### src/hw/rtl/clk_ka_pkg.sv
package clk_ka_pkg;

    localparam int TIMER_BITS     = 16;
    localparam int MAX_BEATS      = 8;
    localparam int BEAT_PERIOD    = 2;
    localparam int TMO_BITS       = 12;
    // indirect timeouts are tripled: 12 bits * 3 fits in 14
    localparam int SCALED_BITS    = TMO_BITS + 2;
    localparam int CMP_BITS       = (TIMER_BITS > SCALED_BITS) ? TIMER_BITS : SCALED_BITS;
    localparam int MAC_BITS       = 48;
    localparam int CFG_IDX_BITS   = 3;
    localparam int CFG_DATA_BITS  = MAC_BITS;

    typedef logic [TIMER_BITS-1:0] t_timer;
    typedef logic [TMO_BITS-1:0]   t_tmo;
    typedef logic [MAC_BITS-1:0]   t_mac;

    typedef enum logic [2:0] {
        ST_INIT       = 3'd0,
        ST_WAITDISC   = 3'd1,
        ST_MONITOR    = 3'd2,
        ST_WAITRESP   = 3'd3,
        ST_TIMEOUT    = 3'd4,
        ST_DISC       = 3'd5,
        ST_RECONN     = 3'd6,
        ST_WAITRECONN = 3'd7
    } t_fsm_state;

    typedef enum logic [2:0] {
        CMD_TICK      = 3'd0,
        CMD_INIT      = 3'd1,
        CMD_BH_CONN   = 3'd2,
        CMD_BH_DISC   = 3'd3,
        CMD_DISCOVERED = 3'd4,
        CMD_DISC_FRAME = 3'd5,
        CMD_CONTACT   = 3'd6
    } t_cmd;

    typedef enum logic [1:0] {
        ACT_NONE      = 2'd0,
        ACT_HEARTBEAT = 2'd1,
        ACT_DISCONNECT = 2'd2,
        ACT_RECONNECT = 2'd3
    } t_action;

    typedef enum logic [CFG_IDX_BITS-1:0] {
        CFG_MONITOR_EN   = 3'd0,
        CFG_INDIRECT_EN  = 3'd1,
        CFG_MSG_TMO      = 3'd2,
        CFG_RESP_TMO     = 3'd3,
        CFG_DISC_TMO     = 3'd4,
        CFG_RECONN_TMO   = 3'd5,
        CFG_CTRL_MAC     = 3'd6
    } t_cfg_idx;

    typedef struct packed {
        logic [2:0] cmd;
        t_mac       src_mac;
        logic       wireless_link_present;
    } t_in_item;

    typedef struct packed {
        logic [2:0] fsm_now;
        logic [1:0] action;
        logic       is_direct;
        logic [3:0] beats_sent;
        logic       is_active;
    } t_out_item;

endpackage

### src/hw/rtl/controller_link_keepalive_fsm.sv
// Controller link keepalive supervisor. Each item is one event (one-second tick, init,
// backhaul connect/disconnect, discovered, discovery frame, contact) and produces exactly
// one result item holding the state, action and flags after that event. An item is taken
// every cycle unless stalled: the state update is done in the cycle of acceptance and the
// result lands in a two-entry output buffer (result register plus skid); o_in_stall rises
// only when both entries hold results not yet taken. The user must write configuration
// registers through the plain write port only while the block is idle (unenforced).
module controller_link_keepalive_fsm (
    input  logic                                   i_clk,
    input  logic                                   i_rst_n,
    input  logic                                   i_cfg_we,
    input  logic [clk_ka_pkg::CFG_IDX_BITS-1:0]    i_cfg_idx,
    input  logic [clk_ka_pkg::CFG_DATA_BITS-1:0]   i_cfg_data,
    input  logic                                   i_in_valid,
    output logic                                   o_in_stall,
    input  clk_ka_pkg::t_in_item                   i_in_data,
    output logic                                   o_out_valid,
    input  logic                                   i_out_stall,
    output clk_ka_pkg::t_out_item                  o_out_data
);

    // configuration
    logic                 r_monitor_en;
    logic                 r_indirect_en;
    clk_ka_pkg::t_tmo     r_msg_tmo;
    clk_ka_pkg::t_tmo     r_resp_tmo;
    clk_ka_pkg::t_tmo     r_disc_tmo;
    clk_ka_pkg::t_tmo     r_reconn_tmo;
    clk_ka_pkg::t_mac     r_ctrl_mac;

    // supervisor state
    clk_ka_pkg::t_fsm_state r_state, n_state;
    logic                 r_active, n_active;
    logic                 r_direct, n_direct;
    clk_ka_pkg::t_timer   r_since_contact, n_since_contact;
    clk_ka_pkg::t_timer   r_since_connect, n_since_connect;
    clk_ka_pkg::t_timer   r_since_wait, n_since_wait;
    clk_ka_pkg::t_timer   r_since_beat, n_since_beat;
    clk_ka_pkg::t_timer   r_since_reconn, n_since_reconn;
    logic [3:0]           r_beat_count, n_beat_count;

    // output buffer
    logic                  r_out_valid;
    clk_ka_pkg::t_out_item r_out;
    logic                  r_skid_valid;
    clk_ka_pkg::t_out_item r_skid;

    logic                  w_in_acc;
    logic                  w_out_take;
    clk_ka_pkg::t_out_item w_res;
    clk_ka_pkg::t_action   w_action;
    logic                  w_contact_tmo;
    clk_ka_pkg::t_timer    w_inc_contact;
    clk_ka_pkg::t_timer    w_inc_connect;
    clk_ka_pkg::t_timer    w_inc_wait;
    clk_ka_pkg::t_timer    w_inc_beat;
    clk_ka_pkg::t_timer    w_inc_reconn;
    logic [clk_ka_pkg::SCALED_BITS-1:0] w_msg_scaled;
    logic [clk_ka_pkg::SCALED_BITS-1:0] w_resp_scaled;

    function automatic clk_ka_pkg::t_timer sat_inc(input clk_ka_pkg::t_timer v);
        if (v == '1) begin
            return v;
        end
        return v + clk_ka_pkg::TIMER_BITS'(1);
    endfunction

    function automatic logic [clk_ka_pkg::SCALED_BITS-1:0] scale(input clk_ka_pkg::t_tmo t,
                                                                  input logic direct);
        logic [clk_ka_pkg::SCALED_BITS-1:0] ext;
        ext = clk_ka_pkg::SCALED_BITS'(t);
        if (direct) begin
            return ext;
        end
        return ext + {ext[clk_ka_pkg::SCALED_BITS-2:0], 1'b0};
    endfunction

    function automatic logic timer_gt(input clk_ka_pkg::t_timer tmr,
                                      input logic [clk_ka_pkg::SCALED_BITS-1:0] lim);
        return clk_ka_pkg::CMP_BITS'(tmr) > clk_ka_pkg::CMP_BITS'(lim);
    endfunction

    assign w_out_take = r_out_valid && !i_out_stall;
    assign o_in_stall = r_skid_valid;
    assign w_in_acc   = i_in_valid && !r_skid_valid;

    assign w_inc_contact = sat_inc(r_since_contact);
    assign w_inc_connect = sat_inc(r_since_connect);
    assign w_inc_wait    = sat_inc(r_since_wait);
    assign w_inc_beat    = sat_inc(r_since_beat);
    assign w_inc_reconn  = sat_inc(r_since_reconn);
    assign w_msg_scaled  = scale(r_msg_tmo, r_direct);
    assign w_resp_scaled = scale(r_resp_tmo, r_direct);
    // counters advance before the check, so the check uses the incremented value
    assign w_contact_tmo = (r_direct || r_indirect_en) && timer_gt(w_inc_contact, w_msg_scaled);

    // configuration writes
    always_ff @(posedge i_clk) begin
        if (!i_rst_n) begin
            r_monitor_en  <= 1'b0;
            r_indirect_en <= 1'b0;
            r_msg_tmo     <= clk_ka_pkg::TMO_BITS'(30);
            r_resp_tmo    <= clk_ka_pkg::TMO_BITS'(30);
            r_disc_tmo    <= clk_ka_pkg::TMO_BITS'(30);
            r_reconn_tmo  <= clk_ka_pkg::TMO_BITS'(30);
            r_ctrl_mac    <= '0;
        end else if (i_cfg_we) begin
            case (clk_ka_pkg::t_cfg_idx'(i_cfg_idx))
                clk_ka_pkg::CFG_MONITOR_EN:  r_monitor_en  <= i_cfg_data[0];
                clk_ka_pkg::CFG_INDIRECT_EN: r_indirect_en <= i_cfg_data[0];
                clk_ka_pkg::CFG_MSG_TMO:     r_msg_tmo     <= i_cfg_data[clk_ka_pkg::TMO_BITS-1:0];
                clk_ka_pkg::CFG_RESP_TMO:    r_resp_tmo    <= i_cfg_data[clk_ka_pkg::TMO_BITS-1:0];
                clk_ka_pkg::CFG_DISC_TMO:    r_disc_tmo    <= i_cfg_data[clk_ka_pkg::TMO_BITS-1:0];
                clk_ka_pkg::CFG_RECONN_TMO:  r_reconn_tmo  <= i_cfg_data[clk_ka_pkg::TMO_BITS-1:0];
                clk_ka_pkg::CFG_CTRL_MAC:    r_ctrl_mac    <= i_cfg_data[clk_ka_pkg::MAC_BITS-1:0];
                default: begin
                end
            endcase
        end
    end

    // next state and action for the accepted item
    always_comb begin
        n_state         = r_state;
        n_active        = r_active;
        n_direct        = r_direct;
        n_since_contact = r_since_contact;
        n_since_connect = r_since_connect;
        n_since_wait    = r_since_wait;
        n_since_beat    = r_since_beat;
        n_since_reconn  = r_since_reconn;
        n_beat_count    = r_beat_count;
        w_action        = clk_ka_pkg::ACT_NONE;

        case (clk_ka_pkg::t_cmd'(i_in_data.cmd))
            clk_ka_pkg::CMD_TICK: begin
                n_since_contact = w_inc_contact;
                n_since_connect = w_inc_connect;
                n_since_wait    = w_inc_wait;
                n_since_beat    = w_inc_beat;
                n_since_reconn  = w_inc_reconn;
                if (r_active) begin
                    case (r_state)
                        clk_ka_pkg::ST_WAITDISC: begin
                            if (timer_gt(w_inc_connect, clk_ka_pkg::SCALED_BITS'(r_disc_tmo))) begin
                                n_state = clk_ka_pkg::ST_TIMEOUT;
                            end
                        end
                        clk_ka_pkg::ST_MONITOR: begin
                            if (w_contact_tmo) begin
                                n_beat_count = '0;
                                n_since_beat = '0;
                                n_since_wait = '0;
                                n_state      = clk_ka_pkg::ST_WAITRESP;
                            end
                        end
                        clk_ka_pkg::ST_WAITRESP: begin
                            if (!w_contact_tmo) begin
                                n_state = clk_ka_pkg::ST_MONITOR;
                            end else if (timer_gt(w_inc_wait, w_resp_scaled)) begin
                                n_state = clk_ka_pkg::ST_TIMEOUT;
                            end else if (r_beat_count < 4'(clk_ka_pkg::MAX_BEATS) &&
                                         timer_gt(w_inc_beat,
                                                  clk_ka_pkg::SCALED_BITS'(clk_ka_pkg::BEAT_PERIOD))) begin
                                w_action     = clk_ka_pkg::ACT_HEARTBEAT;
                                n_beat_count = r_beat_count + 4'd1;
                                n_since_beat = '0;
                            end
                        end
                        clk_ka_pkg::ST_TIMEOUT: begin
                            if (i_in_data.wireless_link_present) begin
                                n_state = clk_ka_pkg::ST_RECONN;
                            end else begin
                                w_action = clk_ka_pkg::ACT_DISCONNECT;
                            end
                        end
                        clk_ka_pkg::ST_RECONN: begin
                            w_action       = clk_ka_pkg::ACT_RECONNECT;
                            n_since_reconn = '0;
                            n_state        = clk_ka_pkg::ST_WAITRECONN;
                        end
                        clk_ka_pkg::ST_WAITRECONN: begin
                            if (timer_gt(w_inc_reconn, clk_ka_pkg::SCALED_BITS'(r_reconn_tmo))) begin
                                n_state = clk_ka_pkg::ST_RECONN;
                            end
                        end
                        default: begin
                        end
                    endcase
                end
            end
            clk_ka_pkg::CMD_INIT: begin
                n_active = r_monitor_en;
            end
            clk_ka_pkg::CMD_BH_CONN: begin
                n_direct        = 1'b0;
                n_since_connect = '0;
                n_state         = clk_ka_pkg::ST_WAITDISC;
            end
            clk_ka_pkg::CMD_BH_DISC: begin
                n_state = clk_ka_pkg::ST_DISC;
            end
            clk_ka_pkg::CMD_DISCOVERED: begin
                n_state = clk_ka_pkg::ST_MONITOR;
            end
            clk_ka_pkg::CMD_DISC_FRAME: begin
                if (r_state == clk_ka_pkg::ST_MONITOR && i_in_data.src_mac == r_ctrl_mac) begin
                    n_direct = 1'b1;
                end
            end
            clk_ka_pkg::CMD_CONTACT: begin
                n_since_contact = '0;
            end
            default: begin
            end
        endcase

        w_res.fsm_now    = n_state;
        w_res.action     = w_action;
        w_res.is_direct  = n_direct;
        w_res.beats_sent = n_beat_count;
        w_res.is_active  = n_active;
    end

    always_ff @(posedge i_clk) begin
        if (!i_rst_n) begin
            r_state         <= clk_ka_pkg::ST_INIT;
            r_active        <= 1'b0;
            r_direct        <= 1'b0;
            r_since_contact <= '0;
            r_since_connect <= '0;
            r_since_wait    <= '0;
            r_since_beat    <= '0;
            r_since_reconn  <= '0;
            r_beat_count    <= '0;
        end else if (w_in_acc) begin
            r_state         <= n_state;
            r_active        <= n_active;
            r_direct        <= n_direct;
            r_since_contact <= n_since_contact;
            r_since_connect <= n_since_connect;
            r_since_wait    <= n_since_wait;
            r_since_beat    <= n_since_beat;
            r_since_reconn  <= n_since_reconn;
            r_beat_count    <= n_beat_count;
        end
    end

    // result register plus skid entry
    always_ff @(posedge i_clk) begin
        if (!i_rst_n) begin
            r_out_valid  <= 1'b0;
            r_skid_valid <= 1'b0;
        end else begin
            if (w_out_take) begin
                if (r_skid_valid) begin
                    r_out_valid  <= 1'b1;
                    r_skid_valid <= 1'b0;
                end else begin
                    r_out_valid <= w_in_acc;
                end
            end else if (w_in_acc) begin
                if (r_out_valid) begin
                    r_skid_valid <= 1'b1;
                end else begin
                    r_out_valid <= 1'b1;
                end
            end
        end
    end

    always_ff @(posedge i_clk) begin
        if (w_out_take) begin
            r_out <= r_skid_valid ? r_skid : w_res;
        end else if (w_in_acc && !r_out_valid) begin
            r_out <= w_res;
        end
        if (w_in_acc && r_out_valid && !w_out_take) begin
            r_skid <= w_res;
        end
    end

    assign o_out_valid = r_out_valid;
    assign o_out_data  = r_out;

    a_skid_needs_main: assert property (@(posedge i_clk) disable iff (!i_rst_n)
        r_skid_valid |-> r_out_valid)
        else $error("skid entry holds an item while the result register is empty");

    a_beats_bounded: assert property (@(posedge i_clk) disable iff (!i_rst_n)
        r_beat_count <= 4'(clk_ka_pkg::MAX_BEATS))
        else $error("heartbeat count beyond its limit");

    a_action_on_tick: assert property (@(posedge i_clk) disable iff (!i_rst_n)
        (w_in_acc && clk_ka_pkg::t_cmd'(i_in_data.cmd) != clk_ka_pkg::CMD_TICK)
        |-> w_res.action == clk_ka_pkg::ACT_NONE)
        else $error("action raised on an event other than a tick");

    a_beat_in_waitresp: assert property (@(posedge i_clk) disable iff (!i_rst_n)
        (w_in_acc && w_res.action == clk_ka_pkg::ACT_HEARTBEAT)
        |=> r_state == clk_ka_pkg::ST_WAITRESP)
        else $error("heartbeat sent outside the response wait");

    a_stalled_take_fills_skid: assert property (@(posedge i_clk) disable iff (!i_rst_n)
        (w_in_acc && r_out_valid && i_out_stall) |=> r_skid_valid)
        else $error("accepted item lost while the result register was held");

endmodule

### config.mk
export PLATFORM = sky130hd
export DESIGN_NAME = controller_link_keepalive_fsm
export DESIGN_NICKNAME = d
export VERILOG_FILES = /design/src/hw/rtl/clk_ka_pkg.sv /design/src/hw/rtl/controller_link_keepalive_fsm.sv
export SDC_FILE = /design/constraint.sdc
export NUM_CORES = 1
export LEC_CHECK = 0
export BUFFER_PORTS_ARGS = -buffer_cell sky130_fd_sc_hd__buf_2
export CAP_MARGIN = 15
export CORE_ASPECT_RATIO = 0.5
export CORE_MARGIN = 2
export CORE_UTILIZATION = 50
export DETAILED_ROUTE_END_ITERATION = 8
export PLACE_DENSITY = 0.67
export SLEW_MARGIN = 20
export SYNTH_ARGS = -nofsm -noshare
export SYNTH_HDL_FRONTEND = slang
export SYNTH_SLANG_ARGS = --single-unit
export TNS_END_PERCENT = 50
### constraint.sdc
create_clock -name i_clk -period 14.86 [get_ports i_clk]
set_input_delay 2.972 -clock i_clk [delete_from_list [all_inputs] [get_ports i_clk]]
set_output_delay 2.972 -clock i_clk [all_outputs]
set_load 0.01 [all_outputs]
Word level (Yosys, flattened, before mapping):

Index checks and enable logic that the tools add are counted.

* register bits after elaboration: 211
* output and inout port bits: 13

* add/sub/neg operators: 8
* magnitude comparators: 6
* eq/ne operators: 24
* multiplexer cells: 65
* bitwise operators: 1
* reduce and logical (&&, ||, !) cells: 31

Operator list (count)
* 16-bit 2-to-1 mux: 20
* 16-bit case mux with 2 select lines: 3
* 16-bit by 1-bit adder with 16-bit output (second input constant): 5
* 16-bit equality test (second input constant): 5
* 14-bit 2-to-1 mux: 4
* 48-bit equality test: 1
* 11-bit 2-to-1 mux: 3
* 16-bit by 12-bit > comparator with 1-bit output: 2
* 16-bit by 14-bit > comparator with 1-bit output: 2
* 12-bit by 13-bit adder with 14-bit output: 2
* 3-bit equality test (second input constant): 9
* 4-bit 2-to-1 mux: 6
* 2-bit AND reduction: 11
* 3-bit 2-to-1 mux: 7
* 3-bit by 2-bit equality test with 1-bit output (second input constant): 6
* 3-bit case mux with 6 select lines: 1
* 16-bit by 2-bit > comparator with 1-bit output (second input constant): 1
* 1-bit 2-to-1 mux: 14
* 3-bit case mux with 4 select lines: 1
* 3-bit by 1-bit equality test with 1-bit output (second input constant): 3
* 1-bit logical AND: 8
* 4-bit case mux with 2 select lines: 1
* 2-bit nonzero test: 4
* 3-bit logical NOT: 2
* 9 further kinds: 14

Longest topological paths before layout:

* word-level depth: 13
* mapped depth: 23
* gate-level depth less buffers: 22

Worst setup path before layout:

No wires, ideal clock.

* path kind: input to register
* start: input port i_in_data[50] (netlist bit)
* end: register r_out, in the netlist o_out_data[4] (data pin)
* library setup time: 0.260 ns
* arrival time: 4.530 ns
* data required time: 14.600 ns
* setup slack: 10.070 ns
* stages: 8
* cells stage by stage: clkbuf_1 > clkinv_1 > nand3_1 > or3_1 > clkbuf_1 > nor3_1 > o22a_1 > mux2_2

* word-level cells in the longest chain between the ends: 4
* elaborated cells on any way between the ends: 5
* classes of those cells: mux: 4; reduce/logical: 1

Ends and longest elaborated chain
* from (decl): line controller_link_keepalive_fsm.sv:16 `input clk_ka_pkg::t_in_item i_in_data,`
* 3-bit logical NOT *: line controller_link_keepalive_fsm.sv:135 `case (clk_ka_pkg::t_cmd'(i_in_data.cmd))`
* 4-bit 2-to-1 mux *: line controller_link_keepalive_fsm.sv:135
* named net n_beat_count[3]: line controller_link_keepalive_fsm.sv:40 `logic [3:0] r_beat_count, n_beat_count;`
* 11-bit 2-to-1 mux, on equally long branches: line controller_link_keepalive_fsm.sv:275, controller_link_keepalive_fsm.sv:274
* 11-bit 2-to-1 mux *: line controller_link_keepalive_fsm.sv:273 `if (w_out_take) begin`
* to (signal assigned): line controller_link_keepalive_fsm.sv:274 `r_out <= r_skid_valid ? r_skid : w_res;`
* to (signal assigned): line controller_link_keepalive_fsm.sv:276 `r_out <= w_res;`
* to (decl): line controller_link_keepalive_fsm.sv:44 `clk_ka_pkg::t_out_item r_out;`

The timed path passes the listed nets; every way through them passes the cells marked *. The select of a mux whose other input is x is not followed.
A chain may end at the register's enable or synchronous reset.

Worst setup path in the final report:

* start: register r_resp_tmo[1]
* end: register r_out, in the netlist o_out_data[2] (data pin)

* word-level cells in the longest chain between the ends: 10
* elaborated cells on any way between the ends: 12
* classes of those cells: add/sub: 1; order compare: 1; mux: 10

Ends and longest elaborated chain
* from (decl): line controller_link_keepalive_fsm.sv:26 `clk_ka_pkg::t_tmo r_resp_tmo;`
* from (signal assigned): line controller_link_keepalive_fsm.sv:103 `r_resp_tmo <= clk_ka_pkg::TMO_BITS'(30);`
* from (signal assigned): line controller_link_keepalive_fsm.sv:112 `clk_ka_pkg::CFG_RESP_TMO: r_resp_tmo <= i_cfg_data[clk_ka_pkg::TMO_BITS-1:0];`
* 12-bit by 13-bit adder with 14-bit output / 14-bit 2-to-1 mux (equally long branches): line controller_link_keepalive_fsm.sv:75, controller_link_keepalive_fsm.sv:72
* 14-bit 2-to-1 mux *: line controller_link_keepalive_fsm.sv:75 `return ext + {ext[clk_ka_pkg::SCALED_BITS-2:0], 1'b0};`
* 16-bit by 14-bit > comparator with 1-bit output *: line controller_link_keepalive_fsm.sv:80 `return clk_ka_pkg::CMP_BITS'(tmr) > clk_ka_pkg::CMP_BITS'(lim);`
* 4-bit 2-to-1 mux *: line controller_link_keepalive_fsm.sv:160 `end else if (timer_gt(w_inc_wait, w_resp_scaled)) begin`
* 4-bit 2-to-1 mux *: line controller_link_keepalive_fsm.sv:158 `if (!w_contact_tmo) begin`
* 4-bit case mux with 2 select lines *: line controller_link_keepalive_fsm.sv:143 `case (r_state)`
* 4-bit 2-to-1 mux *: line controller_link_keepalive_fsm.sv:142 `if (r_active) begin`
* 4-bit 2-to-1 mux *: line controller_link_keepalive_fsm.sv:135
* named net n_beat_count[1]: line controller_link_keepalive_fsm.sv:40
* 11-bit 2-to-1 mux, on equally long branches: line controller_link_keepalive_fsm.sv:275, controller_link_keepalive_fsm.sv:274
* 11-bit 2-to-1 mux *: line controller_link_keepalive_fsm.sv:273

Marks and branches as above.

==> metrics.txt <==
shortest clock period the worst path allows after layout=5.727 ns; Worst path max stage delay=approximately 0.73 ns; post-synth top area cell=sky130_fd_sc_hd__dfxtp_1; largest fanout on the critical path=5; count of nets left with antenna violations after detail routing=0; family with the most delay on the worst path=compound AO/OA/AOI/OAI gates; floorplan die height=~120 um; worst-skew pair later-pin latency=approximately 0.52 ns; Initial Util=about half; stages on the worst setup path=21; reg-to-reg startpoint=r_resp_tmo[1]; number of enable-type register cells in the synthesized netlist=22; placed standard-cell area=between 0.01 and 0.015 mm^2; critical path buffer and inverter count=1; number of H-tree levels=1; part of the Yosys area used for sequential elements=between 30% and 40%; Max Fclk=174.6 MHz; top layer in use=met5; Port Buffers=120; worst setup path startpoint=r_resp_tmo[1]; total power per unit cell area=around 85 mW/mm^2; maximum root-to-sink buffer count=3; worst hold path cell count=2; DR vias=12.12k; final standard cell area without fillers=between 0.01 and 0.015 mm^2; area grow syn2layout=10.49%; number of synthesis warnings=0; # resized after CTS=0; global-route usage over all layers=25.63%; Worst-path clk slew=about 0.06 ns; initial antenna violation count=1; total length of routed met3 wires=2744 um; startpoint of the lowest-slack hold path=r_disc_tmo[10]; number of synthesized register bits=approximately 210; post-synthesis async set-or-reset flop share=0%; main flop type after synthesis=sky130_fd_sc_hd__dfxtp_1; CTS tree=yes; Layout Skew=between 0.02 and 0.025 ns; summed instance area of the synthesized netlist=about 0.013 mm^2; number of cell rows=41; antenna cell count=0; instance count of the mapped netlist=approximately 1.6k; final sum of negative setup slack=0 ns; ratio of cells with drive above 1 in the final layout=12.03%; Die Width=about 230 um; vias in the first global route=between 10k and 15k; drc violations=0; post-detailed-routing wire length=about 36000 um; global-route wire length before repair=between 50000 and 60000 um; ordered cell list for the critical path=ha_1, inv_1, fa_1, nor2b_1, o21ai_0, a21boi_0, o21ai_0, a21oi_1, o21ai_0, a211oi_1, o21a_1, o31ai_1, ha_1, nand4_1, or2_2, o32a_1, o31ai_1, nand3_1, or4b_2, o32ai_1, mux2_2; Detailed Place HPWL=approximately 26000 um; drt initial violations=1149; Post-CTS Hold Buffers=0; average cell area after synthesis=7.915 um^2; cell with the most instances after synthesis=sky130_fd_sc_hd__nand2_1; crit start category=register; remaining max-slew budget at the tightest pin=between 20 and 30%; Routed wire per std cell=~17 um; kind of path behind the tightest hold check=reg -> reg; FF-to-FF path depth=21; Tightest Pin Transition=~1.1 ns; filler cell count in the final layout=2377; critical path class=reg -> reg; count of TritonRoute iterations in the first routing pass=5; distinct cell type count after synthesis=between 80 and 90; final-report max-slew violation count=0; leading post-synthesis cells by instance count=sky130_fd_sc_hd__nand2_1 (259), sky130_fd_sc_hd__dfxtp_1 (189), sky130_fd_sc_hd__a21oi_1 (169); IR drop worst, VDD=~0.074 mV; area taken by multi-input logic gates=~0.0079 mm^2; Root Buffer Master=sky130_fd_sc_hd__clkbuf_16; top area cells in the synthesized netlist=sky130_fd_sc_hd__dfxtp_1 (29%), sky130_fd_sc_hd__ha_1 (7.9%), sky130_fd_sc_hd__nand2_1 (7.5%); Final Hold Violating Endpoints=0; remaining global-route overflow=0; area taken by flip-flops and latches=about 0.0044 mm^2; arrival time at the worst endpoint=roughly 6.1 ns; crit path capture type=register; Boundary Pins=approximately 120; floorplan die area=approximately 0.027 mm^2; worst hold-check slack=roughly 0.45 ns; Max-Cap Viols=0; leakage dissipation=5.610 nW; clock sink count=around 210; cell mode on critical path=sky130_fd_sc_hd__o21ai_0; largest net degree at the start of global routing=86; post-route met1 wirelength=approximately 17000 um; unrepaired setup endpoints after global routing=no; Net Count, Synth=1830; outcome=finished, final reports clean; post-DR vias/cell=~5.9; period utilisation layout=between 30% and 40%; global placer's final weighted congestion=between 0.8 and 0.9; share of the synthesized area in the top cell type=approximately 29%; critical path required time=between 15 and 20 ns; Core Region=approximately 0.025 mm^2; buffer count from post-CTS setup fixing=0; final-stage net count=between 1.5k and 2k; met2 wire length=approximately 15000 um; TritonCTS Buffers=21; final setup violation count=0; critical path's slowest cell=sky130_fd_sc_hd__or4b_2
[kinds of logic (layout without fill, tap and decap cells)]
group,count (synthesis),after routing,synth area share (%)
adder cells (fa/ha/maj),84,84,8.222
flip-flops,211,211,34.28
buffers and inverters,155,229,4.758
AND/OR/NAND/NOR,671,671,24.79
AO/OA/AOI/OAI,385,385,18.65
XOR/XNOR,106,106,7.161
multiplexers,26,26,2.142
[report_power, final]
group	total, W	switching [W]	internal (W)
registers	0.000596	0.00000958	0.000587
clock network	0.000503	0.000229	0.000274
logic	0.000123	0.0000764	0.0000465
total	0.00122	0.000315	0.000907
[stage by stage]
stage | total power [W] | std cells | setup WS (ns) | utilization (%)
floorplan | 0.0006838 | 1638 | 10.07 | -
global placement | 0.0007259 | 2022 | 9.014 | 54.08
detailed placement | 0.0007303 | 2022 | 8.836 | 54.08
CTS | 0.001231 | 2056 | 9.126 | 56.51
global route | 0.001273 | 2056 | 8.629 | 56.53
finish | 0.001223 | 2056 | 9.133 | 56.53
[cells in the final DEF (no fill, tap or decap), types with 8 or more instances in the layout]
master                      Yosys  layout
sky130_fd_sc_hd__xnor2_1       63      63
sky130_fd_sc_hd__nor4_1        22      22
sky130_fd_sc_hd__a31oi_1       17      17
sky130_fd_sc_hd__nor3_1        47      46
sky130_fd_sc_hd__o21ai_0       54      54
sky130_fd_sc_hd__or3_1          8       8
sky130_fd_sc_hd__mux2_2        14      14
sky130_fd_sc_hd__ha_1          82      82
sky130_fd_sc_hd__a21oi_1      169     169
sky130_fd_sc_hd__clkbuf_16      0      21
sky130_fd_sc_hd__nand2_1      259     259
sky130_fd_sc_hd__and3_1        25      25
sky130_fd_sc_hd__nand2b_1      14      14
sky130_fd_sc_hd__mux2i_1       12      12
sky130_fd_sc_hd__buf_2          7     120
sky130_fd_sc_hd__a21o_1        17      17
sky130_fd_sc_hd__nand3b_1      10      10
sky130_fd_sc_hd__dfxtp_1      189     189
sky130_fd_sc_hd__o21a_1        11      11
sky130_fd_sc_hd__o211ai_1      16      16
sky130_fd_sc_hd__inv_1         66      66
sky130_fd_sc_hd__nand4_1       45      45
sky130_fd_sc_hd__a211oi_1      10      10
sky130_fd_sc_hd__a22oi_1       28      28
sky130_fd_sc_hd__edfxtp_1      22      22
sky130_fd_sc_hd__xor2_1        43      43
sky130_fd_sc_hd__nor2_1       128     126
sky130_fd_sc_hd__nand3_1       55      54
sky130_fd_sc_hd__and4_1         8       8
sky130_fd_sc_hd__nor2b_1       16      16
[layout make-up]
cell class                      count  area share (%)
Sequential cell                   211           31.02
Multi-Input combinational cell   1272           55.31
Clock buffer                       28           4.061
Clock inverter                      6          0.2358
Inverter                           68           1.799
Tap cell                          344           3.005
Timing Repair Buffer              127           4.559
[routing by layer]
metal	vias to the layer above	global-route usage [%]
met1	5743	38.48
met4	2	5.248
li1	5946	-
met5	-	0
met3	51	5.281
met2	376	37.63
[final timing paths]
path | end | slack [ns]
setup / recovery | o_out_data[2] | 9.13
hold / removal | r_disc_tmo[10] | 0.45
setup reg to reg | o_out_data[2] | 9.13
hold reg to reg | r_disc_tmo[10] | 0.45
[flip-flops by register name, summed over array words and instances (netlist names), 16 cells and up]
register,cells
r_ctrl_mac,48
r_since_beat,16
r_since_connect,16
r_since_contact,16
r_since_reconn,16
r_since_wait,16
[worst reg2reg max path, stage by stage (launching register included)]
cell                       delay, ns
sky130_fd_sc_hd__dfxtp_1        0.38
sky130_fd_sc_hd__ha_1           0.20
sky130_fd_sc_hd__inv_1          0.06
sky130_fd_sc_hd__fa_1           0.37
sky130_fd_sc_hd__nor2b_1        0.15
sky130_fd_sc_hd__o21ai_0        0.12
sky130_fd_sc_hd__a21boi_0       0.26
sky130_fd_sc_hd__o21ai_0        0.15
sky130_fd_sc_hd__a21oi_1        0.23
sky130_fd_sc_hd__o21ai_0        0.13
sky130_fd_sc_hd__a211oi_1       0.38
sky130_fd_sc_hd__o21a_1         0.17
sky130_fd_sc_hd__o31ai_1        0.07
sky130_fd_sc_hd__ha_1           0.32
sky130_fd_sc_hd__nand4_1        0.11
sky130_fd_sc_hd__or2_2          0.32
sky130_fd_sc_hd__o32a_1         0.35
sky130_fd_sc_hd__o31ai_1        0.12
sky130_fd_sc_hd__nand3_1        0.28
sky130_fd_sc_hd__or4b_2         0.73
sky130_fd_sc_hd__o32ai_1        0.44
sky130_fd_sc_hd__mux2_2         0.24
(Power assumes the default switching activity.)
